===== config.mk =====
export PLATFORM = sky130hd
export DESIGN_NAME = lifo_stack_parity_remove
export DESIGN_NICKNAME = d
export VERILOG_FILES = /design/src/rtl/core/lsp_pkg.sv /design/src/rtl/core/lifo_stack_parity_remove.sv /design/src/rtl/core/lsp_cell.sv
export SDC_FILE = /design/constraint.sdc
export NUM_CORES = 1
export LEC_CHECK = 0
export BUFFER_PORTS_ARGS = -buffer_cell sky130_fd_sc_hd__clkbuf_2
export CAP_MARGIN = 20
export CORE_MARGIN = 2
export CORE_UTILIZATION = 40
export DETAILED_ROUTE_END_ITERATION = 16
export HOLD_SLACK_MARGIN = 0.03
export PLACE_DENSITY_LB_ADDON = 0.08
export SETUP_SLACK_MARGIN = 0.3
export SLEW_MARGIN = 20
export SYNTH_ARGS = -nofsm -noshare
export SYNTH_HDL_FRONTEND = slang
export SYNTH_SLANG_ARGS = --single-unit

===== constraint.sdc =====
create_clock -name clk_i -period 5.1 [get_ports clk_i]
set_clock_uncertainty 0.05 [all_clocks]
set_input_delay 1.275 -clock clk_i [delete_from_list [all_inputs] [get_ports clk_i]]
set_output_delay 1.275 -clock clk_i [all_outputs]
set_load 0.01 [all_outputs]

===== src/rtl/core/lsp_pkg.sv =====
// Package with the shared constants, codes and types of the parity-removal stack.
`default_nettype none

package lsp_pkg;

  localparam int unsigned Depth  = 16;
  localparam int unsigned DataW  = 32;
  localparam int unsigned CntW   = $clog2(Depth + 1);

  typedef logic [CntW-1:0]  cnt_t;
  typedef logic [DataW-1:0] data_t;

  typedef enum logic [1:0] {
    CmdPush      = 2'd0,
    CmdPop       = 2'd1,
    CmdRemoveEven = 2'd2,
    CmdRemoveOdd = 2'd3
  } cmd_e;

  typedef enum logic [1:0] {
    StOk      = 2'd0,
    StEmpty   = 2'd1,
    StNoMatch = 2'd2,
    StFull    = 2'd3
  } status_e;

  typedef struct packed {
    logic shift_down;
    logic pop;
    logic remove;
    logic want_odd;
  } cell_ctrl_t;

endpackage

`default_nettype wire


===== src/rtl/core/lifo_stack_parity_remove.sv =====
// Top level of the LIFO stack with removal of the topmost even or odd word.
// Each accepted command updates the cell row and its result word appears
// on the output register in the next cycle.
// Throughput is one command per cycle while no result word is held by out_stall_i.
// Reset clears the internal fill count and the output valid; the cell contents stay undefined.
`default_nettype none

module lifo_stack_parity_remove (
  input  wire                clk_i,
  input  wire                rst_ni,
  input  wire                in_valid_i,
  output logic               in_stall_o,
  input  wire          [1:0] cmd_i,
  input  wire signed  [31:0] value_i,
  output logic               out_valid_o,
  input  wire                out_stall_i,
  output logic         [1:0] status_o,
  output logic signed [31:0] top_value_o,
  output logic               top_valid_o,
  output lsp_pkg::cnt_t      fill_count_o
);
  import lsp_pkg::*;

  cnt_t       count_q, count_d;
  logic       out_valid_q, out_valid_d;
  status_e    status_q, status_d;
  data_t      top_value_q, top_value_d;
  logic       top_valid_q;
  cnt_t       fill_q;
  logic       accept;
  logic       empty, full, found;
  cmd_e       cmd;
  cell_ctrl_t ctrl;

  data_t data_w [Depth];
  data_t next_w [Depth];
  logic  hit_w  [Depth+1];

  assign in_stall_o = out_valid_q & out_stall_i;
  assign accept     = in_valid_i & ~in_stall_o;
  assign cmd        = cmd_e'(cmd_i);
  assign empty      = (count_q == '0);
  assign full       = (count_q == CntW'(Depth));
  assign hit_w[0]   = 1'b0;
  assign found      = hit_w[Depth];

  always_comb begin
    ctrl = '0;
    unique case (cmd)
      CmdPush: begin
        ctrl.shift_down = accept & ~full;
      end
      CmdPop: begin
        ctrl.pop = accept & ~empty;
      end
      CmdRemoveEven, CmdRemoveOdd: begin
        ctrl.remove   = accept;
        ctrl.want_odd = (cmd == CmdRemoveOdd);
      end
      default: begin
        ctrl = '0;
      end
    endcase
  end

  always_comb begin
    status_d = StOk;
    count_d  = count_q;
    unique case (cmd)
      CmdPush: begin
        if (full) begin
          status_d = StFull;
        end else begin
          count_d = count_q + 1'b1;
        end
      end
      CmdPop: begin
        if (empty) begin
          status_d = StEmpty;
        end else begin
          count_d = count_q - 1'b1;
        end
      end
      CmdRemoveEven, CmdRemoveOdd: begin
        if (empty) begin
          status_d = StEmpty;
        end else if (!found) begin
          status_d = StNoMatch;
        end else begin
          count_d = count_q - 1'b1;
        end
      end
      default: begin
        status_d = StOk;
      end
    endcase
  end

  for (genvar i = 0; i < Depth; i++) begin : g_cell
    data_t up_data;
    data_t down_data;
    logic  occupied;

    assign occupied = (count_q > CntW'(i));

    if (i == 0) begin : g_top
      assign up_data = data_t'(value_i);
    end else begin : g_mid
      assign up_data = data_w[i-1];
    end

    if (i == Depth - 1) begin : g_bottom
      assign down_data = data_w[i];
    end else begin : g_inner
      assign down_data = data_w[i+1];
    end

    lsp_cell u_cell (
      .clk_i       (clk_i),
      .ctrl_i      (ctrl),
      .occupied_i  (occupied),
      .hit_i       (hit_w[i]),
      .hit_o       (hit_w[i+1]),
      .up_data_i   (up_data),
      .down_data_i (down_data),
      .data_o      (data_w[i]),
      .data_next_o (next_w[i])
    );
  end

  assign top_value_d = (count_d != '0) ? next_w[0] : '0;

  always_comb begin
    if (accept) begin
      out_valid_d = 1'b1;
    end else if (!out_stall_i) begin
      out_valid_d = 1'b0;
    end else begin
      out_valid_d = out_valid_q;
    end
  end

  always_ff @(posedge clk_i or negedge rst_ni) begin
    if (!rst_ni) begin
      count_q     <= '0;
      out_valid_q <= 1'b0;
    end else begin
      out_valid_q <= out_valid_d;
      if (accept) begin
        count_q <= count_d;
      end
    end
  end

  always_ff @(posedge clk_i) begin
    if (accept) begin
      status_q    <= status_d;
      top_value_q <= top_value_d;
      top_valid_q <= (count_d != '0);
      fill_q      <= count_d;
    end
  end

  assign out_valid_o  = out_valid_q;
  assign status_o     = status_q;
  assign top_value_o  = top_value_q;
  assign top_valid_o  = top_valid_q;
  assign fill_count_o = fill_q;

  a_count_bound : assert property (@(posedge clk_i) disable iff (!rst_ni)
    count_q <= CntW'(Depth))
    else $error("fill count exceeds the stack depth");

  a_accept_shows : assert property (@(posedge clk_i) disable iff (!rst_ni)
    accept |=> out_valid_q)
    else $error("accepted command produced no result word");

  a_hold_blocks : assert property (@(posedge clk_i) disable iff (!rst_ni)
    (out_valid_q && out_stall_i) |-> !accept)
    else $error("command accepted while a result word is held");

  a_full_status : assert property (@(posedge clk_i) disable iff (!rst_ni)
    (out_valid_q && status_q == StFull) |-> (fill_q == CntW'(Depth)))
    else $error("dropped push reported on a stack that is not full");

  a_top_valid : assert property (@(posedge clk_i) disable iff (!rst_ni)
    out_valid_q |-> (top_valid_q == (fill_q != '0)))
    else $error("top valid disagrees with the fill count");

  a_remove_count : assert property (@(posedge clk_i) disable iff (!rst_ni)
    (accept && ctrl.remove && found) |=> (count_q == $past(count_q) - 1'b1))
    else $error("successful removal did not shrink the stack");

endmodule

`default_nettype wire


===== src/rtl/core/lsp_cell.sv =====
// One stack cell that holds a word and shifts toward or away from the top.
`default_nettype none

module lsp_cell (
  input  wire                 clk_i,
  input  lsp_pkg::cell_ctrl_t ctrl_i,
  input  wire                 occupied_i,
  input  wire                 hit_i,
  output logic                hit_o,
  input  lsp_pkg::data_t      up_data_i,
  input  lsp_pkg::data_t      down_data_i,
  output lsp_pkg::data_t      data_o,
  output lsp_pkg::data_t      data_next_o
);
  import lsp_pkg::*;

  data_t data_q;
  data_t data_d;
  logic  match;
  logic  shift_up;

  assign match    = (data_q[0] == ctrl_i.want_odd);
  assign hit_o    = hit_i | (ctrl_i.remove & occupied_i & match);
  assign shift_up = ctrl_i.pop | (ctrl_i.remove & hit_o);

  always_comb begin
    if (ctrl_i.shift_down) begin
      data_d = up_data_i;
    end else if (shift_up) begin
      data_d = down_data_i;
    end else begin
      data_d = data_q;
    end
  end

  always_ff @(posedge clk_i) begin
    data_q <= data_d;
  end

  assign data_o      = data_q;
  assign data_next_o = data_d;

endmodule

`default_nettype wire

; Word level (Yosys, flattened, before mapping)
; Index checks and enable logic that the tools add are counted.
[word_totals]
out_inout_bits = 42
register_bits = 558
wordCells = 208
inputBits = 38
[classes]
n_mux = 45
order_cmp = 16
n_addsub = 2
n_reduce_logical = 18
eq_ne = 21
bitwise = 84
[ops]
columns = operator, count
row1 = 32-bit 2-to-1 mux, 30
row2 = 1-bit AND, 51
row3 = "5-bit by 4-bit greater-than comparator with 1-bit output, second input constant", 8
row4 = 1-bit bitwise OR, 30
row5 = 2-bit nonzero test, 14
row6 = "5-bit by 3-bit greater-than comparator with 1-bit output, second input constant", 4
row7 = 5-bit 2-to-1 mux, 4
row8 = 1-bit equality test, 16
row9 = 5-bit one-hot mux with 3 select lines, 1
row10 = "5-bit by 1-bit greater-than comparator with 1-bit output, second input constant", 2
row11 = "5-bit by 2-bit greater-than comparator with 1-bit output, second input constant", 2
row12 = 2-bit 2-to-1 mux, 4
row13 = 2-bit one-hot mux with 3 select lines, 1
row14 = "5-bit by 1-bit adder with 5-bit output, second input constant", 1
row15 = "5-bit equality test, second input constant", 1
row16 = 5-bit zero test, 1
row17 = 1-bit 2-to-1 mux, 5
row18 = 5-bit nonzero test, 1
row19 = "5-bit by 1-bit subtractor with 5-bit output, second input constant", 1
row20 = "2-bit equality test, second input constant", 2
row21 = 1-bit inverter, 3
row22 = "2-bit by 1-bit equality test with 1-bit output, second input constant", 1
row23 = 2-bit zero test, 1
row24 = "2-bit by 1-bit != test with 1-bit output, second input constant", 1
row25 = 2-bit OR reduction, 1

; Depth between registers and ports, before layout
[depth]
depth_word = 25
mapped_depth = 16
ltp_nobuf = 13

; Modules after synthesis
; Synthesis repeated with hierarchy kept, for this count alone.
[unflattened]
hier_cells = 3708
hier_area_um2 = 31132.4
[modules_own_cells]
columns = module, area_each_um2, instances, cells_each, seq_area_each_um2
row1 = lsp_cell, 1788.0, 16, 219, 640.6
row2 = lifo_stack_parity_remove, 2524.9, 1, 204, 1351.3

; Least setup slack after synthesis
; OpenSTA, ideal clock, no wires.
[synth_path]
kind = input to register
start = in cmd_i[1]
end = reg g_cell[14].u_cell.data_q[0], enable pin
cell_stages = 11
slack_ns = -0.461
n_path_buf = 2
arrival_ns = 5.118
path_cell_list = buf_2 -> nand2_2 -> buf_2 -> xor2_1 -> a22oi_1 -> o21ai_0 -> o311ai_1 -> and3_1 -> nand3b_1 -> or2_2 -> a21o_1
[synth_between]
elab_chain_len = 22
[synth_rtl]
columns = item, line_no
row1 = from (decl), lifo_stack_parity_remove.sv:13  ; input wire [1:0] cmd_i,
row2 = "2-bit equality test, on equally long branches", "lifo_stack_parity_remove.sv:49, lifo_stack_parity_remove.sv:58"
row3 = 2-bit OR reduction, lifo_stack_parity_remove.sv:49  ; unique case (cmd)
row4 = 2-bit 2-to-1 mux, lifo_stack_parity_remove.sv:49
row5 = 1-bit AND or 1-bit equality test (tied branches), "lsp_cell.sv:23, lsp_cell.sv:22"
row6 = 1-bit AND, lsp_cell.sv:23  ; assign hit_o = hit_i | (ctrl_i.remove & occupied_i & match);
row7 = 1-bit bitwise OR (14 in series), lsp_cell.sv:23
row8 = 1-bit AND, lsp_cell.sv:24  ; assign shift_up = ctrl_i.pop | (ctrl_i.remove & hit_o);
row9 = 1-bit bitwise OR, lsp_cell.sv:24
row10 = 2-bit nonzero test (no source line) *, --
row11 = to (signal assigned), lsp_cell.sv:37  ; data_q <= data_d;
row12 = to (decl), lsp_cell.sv:17  ; data_t data_q;
; Every way passes the cells marked *; elsewhere a longest branch is shown, timed or not.
; A chain may end at the register's enable or synchronous reset.

; Worst setup path in the final report
[layout_path]
start = reg count_q[0]
end = reg top_value_q[17], in the netlist top_value_o[17], data pin
[layout_between]
elab_chain_len = 22
[layout_rtl]
columns = item, line_no
row1 = from (decl), lifo_stack_parity_remove.sv:24  ; cnt_t count_q, count_d;
row2 = from (signal assigned), lifo_stack_parity_remove.sv:150  ; count_q <= count_d;
row3 = 5-bit by 1-bit greater-than comparator with 1-bit output, lifo_stack_parity_remove.sv:104  ; assign occupied = (count_q > CntW'(i));
row4 = 1-bit AND (2 in series), lsp_cell.sv:23
row5 = 1-bit bitwise OR (15 in series), lsp_cell.sv:23
row6 = 5-bit 2-to-1 mux, lifo_stack_parity_remove.sv:87  ; end else if (!found) begin
row7 = 5-bit 2-to-1 mux, lifo_stack_parity_remove.sv:85  ; if (empty) begin
row8 = 5-bit one-hot mux with 3 select lines, lifo_stack_parity_remove.sv:69  ; unique case (cmd)
row9 = 5-bit nonzero test, lifo_stack_parity_remove.sv:131  ; assign top_value_d = (count_d != '0) ? next_w[0] : '0;
row10 = to (signal assigned), lifo_stack_parity_remove.sv:158  ; top_value_q <= top_value_d;
row11 = to (decl), lifo_stack_parity_remove.sv:27  ; data_t top_value_q, top_value_d;
; Several ways; a longest one is shown, not always the timed one.

==> flow_summary.yaml <==
clock_tree:
  insertion_delay_ps: 620
  htree_levels: 2
  cts_root_buf: "clkbuf_16"
  numCtsBuffers: 59
  cts_tree: "yes"
  post_cts_buffers: 0
  cts_hold_buf: 0
  postCtsResizedCells: 0
  ctsLongestPathBuffers: 3
  clk_pin_slew_ps: 70
  clock-sinks: 558
grt:
  grtUsageTotal_pct: 16.3
  grt_overflow: 0
  grt_pass1_vias: 12876
  antenna_found_initial: 1
  grt_max_degree: 110
  grt_pass1_wl_um: 78300
worst_setup_path:
  ff2ff_setup_slack_ps: 990
  reg2reg_from: "count_q[0]$_DFFE_PN0P_"
  worst-path-stages: 13
  crit_top_cell: "ha_1"
  slowest_delay_ps: 640
  crit_start: "count_q[0]$_DFFE_PN0P_"
  cp_slowest_cell: "dfrtp_1"
  path_delay_family: "simple AND/OR/NAND/NOR gates"
  rr_worst_depth: 13
  end_kind: "register"
  arrival_ps: 4410
  reg2reg_to: "top_value_o[17]$_SDFFCE_PN0P_"
  crit_path_start_kind: "register"
  critPathKind: "reg2reg"
  crit_path_cell_trace: "ha_1 -> and3_1 -> ha_1 -> o21a_1 -> o22ai_1 -> o21ai_0 -> and4b_1 -> nand3_2 -> mux2_1 -> a311o_1 -> nor4_4 -> buf_12 -> a21oi_2"
  cp_max_fo: 32
  endpoint: "top_value_o[17]$_SDFFCE_PN0P_"
  crit_required_ps: 5400
  crit_buf_inv: 1
synth:
  async_reset_ff_share_pct: 1.08
  synth-edff-count: 520
  synth_cells: 1438
  seq_area_frac_synth_pct: 68.0
  syn_avg_cell_area_um2: 16.8
  yosysWarningCount: 0
  synth.area.top_cells: "edfxtp_1, mux2_2, dfxtp_1"
  syn-cell-area_um2: 24100
  synth_top_area_share_pct: 64.7
  yosys_most_used_dff: "edfxtp_1"
  mappedNetlistNets: 1482
  synth_top_cells_by_count: "edfxtp_1, mux2_2, nand2_1, clkbuf_1, or2_2"
  synth_seq_cells: 558
  yosysMostFrequentCell: "edfxtp_1"
  synth_top_cell_by_area: "edfxtp_1"
  yosysUniqueCellTypes: 67
detailed_routing:
  ant_nets: 0
  drtPass1Iterations: 4
  via_per_inst: 5.24
  drc: 0
  wl_um: 51100
  vias: 12441
  drt-initial-drc-count: 767
  wire_per_inst_um: 21.5
cells_and_area:
  multiInputGateArea_um2: 7380
  drive_gt1_share_pct: 46.5
  area_growth_syn_to_layout_pct: 14.1
  final_util_pct: 45.9
  nets: 1588
  fillers: 5321
  final_cells: 2375
  design_area_um2: 27500
  regArea_um2: 16400
  diodes: 0
pwr:
  swShare_pct: 28.5
  leakagePower_uw: 0.00939
  p_per_area_nw_per_um2: 537
  comb_power_share_pct: 21.3
  power_frac_clock_pct: 27.7
  ir_drop_v: 0.000310
  p_int_uw: 10600
  net-switching-power_uw: 4210
  pwr-share-seq_pct: 51.0
timing:
  clock.fmax_ghz: 0.243
  finalSetupTns_ps: 0
  tightest_slew_ps: 806
  rsz0062_at_grt: "false"
  setup_viol: 0
  relSlewSlack_pct: 46.3
  slew_viol_final: 0
  min_period_over_period_pct: 80.6
  setup_slack_ps: 988
  period_needed_ps: 4110
  timing_hold_violations_final: 0
status:
  run_status: "finished clean"
run:
  maxCapViolCount: 0
die:
  die-area_um2: 62300
  die_height_um: 250
  rows: 90
  die_w_um: 250
  io_pins: 80
  start_util_pct: 40.2
  coreArea_um2: 60000
placed_design:
  hpwl_um: 31100
  dp.cells: 2265
  place_congestion: 0.834
  place_ws_ps: 462
  postPlaceCellArea_um2: 25700
  port-buffer-count: 79
min_path:
  hold_path.class: "reg2reg"
==> registers in the layout, summed over array words and instances, names as in the netlist <==
signal and flops:
count_q 5, top_valid_o 1, fill_count_o 5, status_o 2
g_cell.u_cell.data_o 512, top_value_o 32, out_valid_o 1
==> through the flow <==
| step | total power [uW] | hold WS, ps |
|---|---|---|
| 2_1_floorplan | 9550 | 372 |
| 3_3_place_gp | 10800 | 375 |
| 3_5_place_dp | 10800 | 381 |
| 4_1_cts | 15000 | 375 |
| 5_1_grt | 15600 | 388 |
| 6_report | 14800 | 393 |
==> power by group through the flow <==
stage	clock network, uW	registers (uW)	logic [uW]
floorplan	0	7320	2240
global placement	0	7620	3160
detailed placement	0	7640	3190
CTS	4250	7550	3220
global route	4410	7700	3460
finish	4100	7530	3150
==> worst min path at each step <==
stage | from | to | slack, ps | cells past startpoint
final | g_cell[14].u_cell.data_o[22]$_DFFE_PP_ | g_cell[15].u_cell.data_o[22]$_DFFE_PP_ | 390 | 0
after floorplan | g_cell[14].u_cell.data_o[10]$_DFFE_PP_ | g_cell[15].u_cell.data_o[10]$_DFFE_PP_ | 370 | 0
after global placement | g_cell[14].u_cell.data_o[1]$_DFFE_PP_ | g_cell[15].u_cell.data_o[1]$_DFFE_PP_ | 380 | 0
after global routing | rst_ni | count_q[4]$_DFFE_PN0P_ | 390 | 1
after detailed placement | g_cell[14].u_cell.data_o[18]$_DFFE_PP_ | g_cell[15].u_cell.data_o[18]$_DFFE_PP_ | 380 | 0
after CTS | rst_ni | count_q[4]$_DFFE_PN0P_ | 370 | 1
==> cell families after synthesis <==
group	after synthesis	share of synthesized area, %
simple gates	180	3.82
mux	483	22.4
flops	558	68.0
xor+xnor	14	0.508
buf+inv	91	1.68
compound gates	106	3.29
fa+ha+maj	6	0.311
==> worst reg2reg max path: cells and delay by family, from the launching register on <==
family,cells,cell delay [ps]
muxes,1,360
AOI/OAI and AO/OA,5,940
and+or+nand+nor,4,980
DFF,1,640
adders and majority gates,2,590
buffers and inverters,1,280
==> per-layer routing <==
layer	up-vias	global-route usage (%)	wire, um
met4	0	4.15	811
met3	62	2.56	1760
met2	183	26.0	23400
li1	5762	-	-
met5	-	0	0
met1	6434	23.3	25100
==> layout by cell type (no fill, tap or decap), drive strengths merged, types with 3 or more instances in the layout <==
master,n
a211o,3
a211oi,4
a21o,7
a21oi,44
a22oi,5
a311o,3
a31oi,5
and2,3
and3,3
buf,45
bufinv,3
clkbuf,152
clkinv,33
dfrtp,6
dfxtp,32
edfxtp,520
ha,6
inv,12
mux2,450
mux2i,33
nand2,89
nand2b,7
nand3,6
nor2,15
nor3,8
o21ai,12
or2,35
xnor2,7
xor2,7
==> layout make-up <==
class	instances	area share [%]
inverters	12	0.168
repair buffers	124	3.16
clock buffers	73	5.66
well taps	782	3.55
multi-input cells	789	26.8
clock inverters	37	1.04
flip-flops and latches	558	59.6
No activity file was read; power rests on OpenSTA's default activity.
